## config.mk

```make
export PLATFORM = sky130hd
export DESIGN_NAME = cal_cell
export DESIGN_NICKNAME = d
export VERILOG_FILES = /design/src/rtl/assert_macros.svh /design/src/rtl/cal_pkg.sv /design/src/rtl/cal_cell.sv
export SDC_FILE = /design/constraint.sdc
export NUM_CORES = 1
export LEC_CHECK = 0
export ABC_AREA = 1
export BUFFER_PORTS_ARGS = -buffer_cell sky130_fd_sc_hd__buf_4
export CAP_MARGIN = 20
export CORE_MARGIN = 4
export CORE_UTILIZATION = 47
export CTS_CLUSTER_SIZE = 8
export DETAILED_ROUTE_END_ITERATION = 10
export GPL_ROUTABILITY_DRIVEN = 0
export HOLD_SLACK_MARGIN = 0.06
export MAX_ROUTING_LAYER = met4
export PLACE_DENSITY_LB_ADDON = 0.15
export SETUP_SLACK_MARGIN = 0.2
export SLEW_MARGIN = 15
export SYNTH_ARGS = -nofsm -noshare
export SYNTH_HDL_FRONTEND = slang
export SYNTH_SLANG_ARGS = --single-unit
```

## constraint.sdc

```tcl
create_clock -name i_clk -period 3.03 [get_ports i_clk]
set_input_delay 0.606 -clock i_clk [delete_from_list [all_inputs] [get_ports i_clk]]
set_output_delay 0.606 -clock i_clk [all_outputs]
set_load 0.02 [all_outputs]
```

## src/rtl/assert_macros.svh

```systemverilog
// ----------------------------------------------------------------------------
// Assertion macros
// Shorthand for clocked assertions that are disabled while reset is asserted.
// ----------------------------------------------------------------------------
`ifndef ASSERT_MACROS_SVH
`define ASSERT_MACROS_SVH

// The consequent must hold in the same cycle as the antecedent.
`define ASSERT_SAME(label, clk, rst_n, ante, cons, msg) \
    label: assert property (@(posedge clk) disable iff (!rst_n) (ante) |-> (cons)) \
        else $error(msg);

// The consequent must hold in the cycle after the antecedent.
`define ASSERT_NEXT(label, clk, rst_n, ante, cons, msg) \
    label: assert property (@(posedge clk) disable iff (!rst_n) (ante) |=> (cons)) \
        else $error(msg);

`endif

```

## src/rtl/cal_pkg.sv

```systemverilog
// ----------------------------------------------------------------------------
// cal_pkg
// Shared types and codes for the compacting array list.
// ----------------------------------------------------------------------------
package cal_pkg;

    localparam int DATA_W = 32;

    // Request codes on the input channel.
    typedef enum logic [1:0] {
        REQ_INSERT = 2'd0,
        REQ_DELETE = 2'd1,
        REQ_SEARCH = 2'd2,
        REQ_DUMP   = 2'd3
    } t_req;

    // Status codes on the output channel.
    typedef enum logic [2:0] {
        ST_INSERTED  = 3'd0,
        ST_FULL      = 3'd1,
        ST_DELETED   = 3'd2,
        ST_NOT_FOUND = 3'd3,
        ST_FOUND     = 3'd4,
        ST_ELEMENT   = 3'd5,
        ST_EMPTY     = 3'd6
    } t_status;

    // Per-cell update command from the sequencer.
    typedef struct packed {
        logic load;   // take the request value
        logic wrap;   // take the head cell's value
        logic shift;  // take the upper neighbor's value
    } t_cell_ctl;

endpackage

```

## src/rtl/cal_cell.sv

```systemverilog
// ----------------------------------------------------------------------------
// cal_cell
// One list slot: holds an entry, compares it with the key and moves it.
// ----------------------------------------------------------------------------
module cal_cell import cal_pkg::*; (
    input  logic                     i_clk,
    input  t_cell_ctl                i_ctl,
    input  logic signed [DATA_W-1:0] i_key,
    input  logic signed [DATA_W-1:0] i_next,
    input  logic signed [DATA_W-1:0] i_head,
    input  logic                     i_active,
    output logic signed [DATA_W-1:0] o_data,
    output logic                     o_hit
);

    logic signed [DATA_W-1:0] r_data;
    logic                     r_hit;

    // Entry update: load wins over wrap, wrap over shift.
    always_ff @(posedge i_clk) begin
        if (i_ctl.load) begin
            r_data <= i_key;
        end else if (i_ctl.wrap) begin
            r_data <= i_head;
        end else if (i_ctl.shift) begin
            r_data <= i_next;
        end
    end

    // Registered match flag, valid only for slots below the count.
    always_ff @(posedge i_clk) begin
        r_hit <= i_active && (r_data == i_key);
    end

    assign o_data = r_data;
    assign o_hit  = r_hit;

endmodule

```

==> results by group <==
Synth
  • EDFF count, synth: 32
  • Mapped Nets: between 300 and 400
  • Post-synth ARST share: 0%
  • Mapped Cells: 295
  • Synth cell count leaders: 92 x nand2_1, 45 x a21oi_1, 33 x inv_1
  • Area of the mapped netlist: approximately 2200 um2
  • Syn. warnings: 0
  • Top-count cell post-synth: nand2_1
  • Synth area leaders: edfxtp_1 44%, nand2_1 16%, a21oi_1 10%
  • Synth area leader: edfxtp_1
  • Most used DFF post-synth: edfxtp_1
  • Share of the synthesized area in the top cell type: 43.66%
  • Number of synthesized register bits: 33
  • Mean Syn Cell Area: 7.461 um2
  • Sequential area share after synthesis: 44.57%
  • Yosys cell types: 19

GRT
  • GRT Util Overall: 23.27%
  • First-pass GRT wire length: roughly 11 mm
  • Grt ovf: 0
  • Initial antenna violation count: 0
  • Number of global-route vias before repair: 2392
  • Pin count of the biggest net entering global routing: 54

Layout
  • Register area: 980.9 um2
  • Layout fillers: just under 400
  • Final instance area: 3259 um2
  • Ant. Diodes: 0
  • Area of the multi-input gates: 970.9 um2
  • Finished Core Util: about three quarters
  • Fin cells: 475
  • Area growth syn-to-layout: 48.10%
  • Nets: 523
  • Share of cells above drive strength 1: 34.99%

Timing
  • Final hold vios: 0
  • Fmax: roughly 520 MHz
  • Max Slew Vio Count: 0
  • Setup ws final: between 1000 and 1500 ps
  • RSZ-0062 raised after global routing: no
  • Relative slew slack: roughly 64%
  • Period utilisation layout: 62.95%
  • Clock Skews: 4.314 ps
  • Setup TNS: 0 ps
  • Minimum clock period: 1907 ps
  • Worst Tran Pin Value: 541.0 ps
  • Fin Hold WS: about 620 ps
  • Final-report setup violation count: 0

Hold path
  • Hold path startpoint: i_ctl[0]
  • Worst hold endpoint: o_data[30]
  • Worst Hold Depth: 3
  • HP Class: in2reg

Route
  • Initial DRC count: 164
  • Routed WL: 6.761 mm
  • Avg WL per Cell: 14.23 um
  • Drc violations: 0
  • Final ANT Viol Nets: 0
  • Vias: 2416
  • First-pass DRT Iterations: 4
  • Vias per Instance: 5.086

Setup path
  • Critical Path RT: between 2000 and 3000 ps
  • Crit Reg-Reg Endpoint: o_hit
  • FF-to-FF Start: o_data[28]
  • Startpoint types: primary input
  • Crit. End Element: flop
  • R2R setup slack: 1920 ps
  • CP Max Fanout: 53
  • Kind of critical path: in2reg
  • R2r worst-path depth: 7
  • Arr. time, crit path: approximately 1800 ps

Clock network
  • Root Driver: clkbuf_8
  • Setup bufs post-CTS: 0
  • Clock latency on the worst-skew pair: roughly 280 ps
  • Buffer depth of the longest clock path: 2
  • Number of buffers created by CTS: 5
  • Worst-path clk slew: 70 ps
  • # resized after CTS: 0
  • Clock Sinks: 33
  • Hold buffer count at cts: 0
  • CTS tree: done
  • H-Tree Depth: 2

Floorplan
  • Core ar.: between 4000 and 5000 um2
  • Die W: 76.43 um
  • Initial core utilization: 49.52%
  • Std-Cell Rows: 24
  • Chip height: 76.43 um
  • Die area: 5842 um2
  • Io pins: 134

Run status
  • Outcome: finished, final reports clean

Placement
  • Placed instance area: between 3000 and 4000 um2
  • Inst Count DP: 467
  • Port Buffer Count: about 130
  • Setup slack at placement: 861.2 ps
  • DP HPWL: 5.200 mm

Power
  • Tot Pwr: 1.349 mW
  • PD cells: ~410 nW/um2
  • Peak VDD IR: between 200 and 250 uV
  • Pleak: 1.680 nW

Flow run
  • Max_cap viols: 0
-- cell families after synthesis --
logic type / count (synthesis) / synth area share, %
AND/OR/NAND/NOR: 126 / 21.66
AO/OA/AOI/OAI: 72 / 18.87
buffers and inverters: 55 / 11.31
flip-flops: 33 / 44.57
XOR/XNOR: 9 / 3.582
-- worst max path at each step --
stage                 endpoint     start  slack, ps
floorplan            o_data[0]  i_ctl[1]        980
global placement    o_data[24]  i_ctl[2]        890
detailed placement  o_data[24]  i_ctl[2]        860
CTS                  o_data[8]  i_ctl[2]       1150
global route        o_data[31]  i_ctl[2]       1040
finish              o_data[31]  i_ctl[2]       1120
-- routing by layer --
metal / part of all wire (%) / GRT usage (%)
met2: 51 / 40.95
met3: 6.9 / 5.792
met1: 41 / 26.62
met4: 1.1 / 5.435
met5: 0 / -
-- worst max-delay path, stage by stage --
cell and delay [ps]:
buf_4 430, inv_2 230, nand2_1 150, buf_4 380
-- state kept, by name, summed over array words and instances, names as in the netlist --
name and count:
o_hit 1, o_data 32
-- power breakdown --
part,internal [mW],switching [mW]
clock,0.155,0.162
sequential,0.562,0.0365
combinational,0.211,0.223
-- cells in the final DEF, fill, tap and decap left out, drive strengths merged, types with 3 or more instances in the layout --
cell type / synthesis / routed
buf: 14 / 134
nand2: 92 / 92
a21oi: 45 / 45
inv: 40 / 40
edfxtp: 32 / 32
nor2: 31 / 31
a22oi: 20 / 20
xnor2: 6 / 6
clkbuf: 0 / 5
o21ai: 5 / 5
clkinv: 1 / 4
xor2: 3 / 3
-- cell type report --
type | instances | area share [%]
clock buffer | 5 | 2.111
clock inverter | 3 | 0.3839
inverter | 41 | 4.760
multi-input combinational | 207 | 29.79
sequential | 33 | 30.10
tap | 52 | 1.996
timing repair buffer | 134 | 30.86
Power figures use the tool's default switching activity.
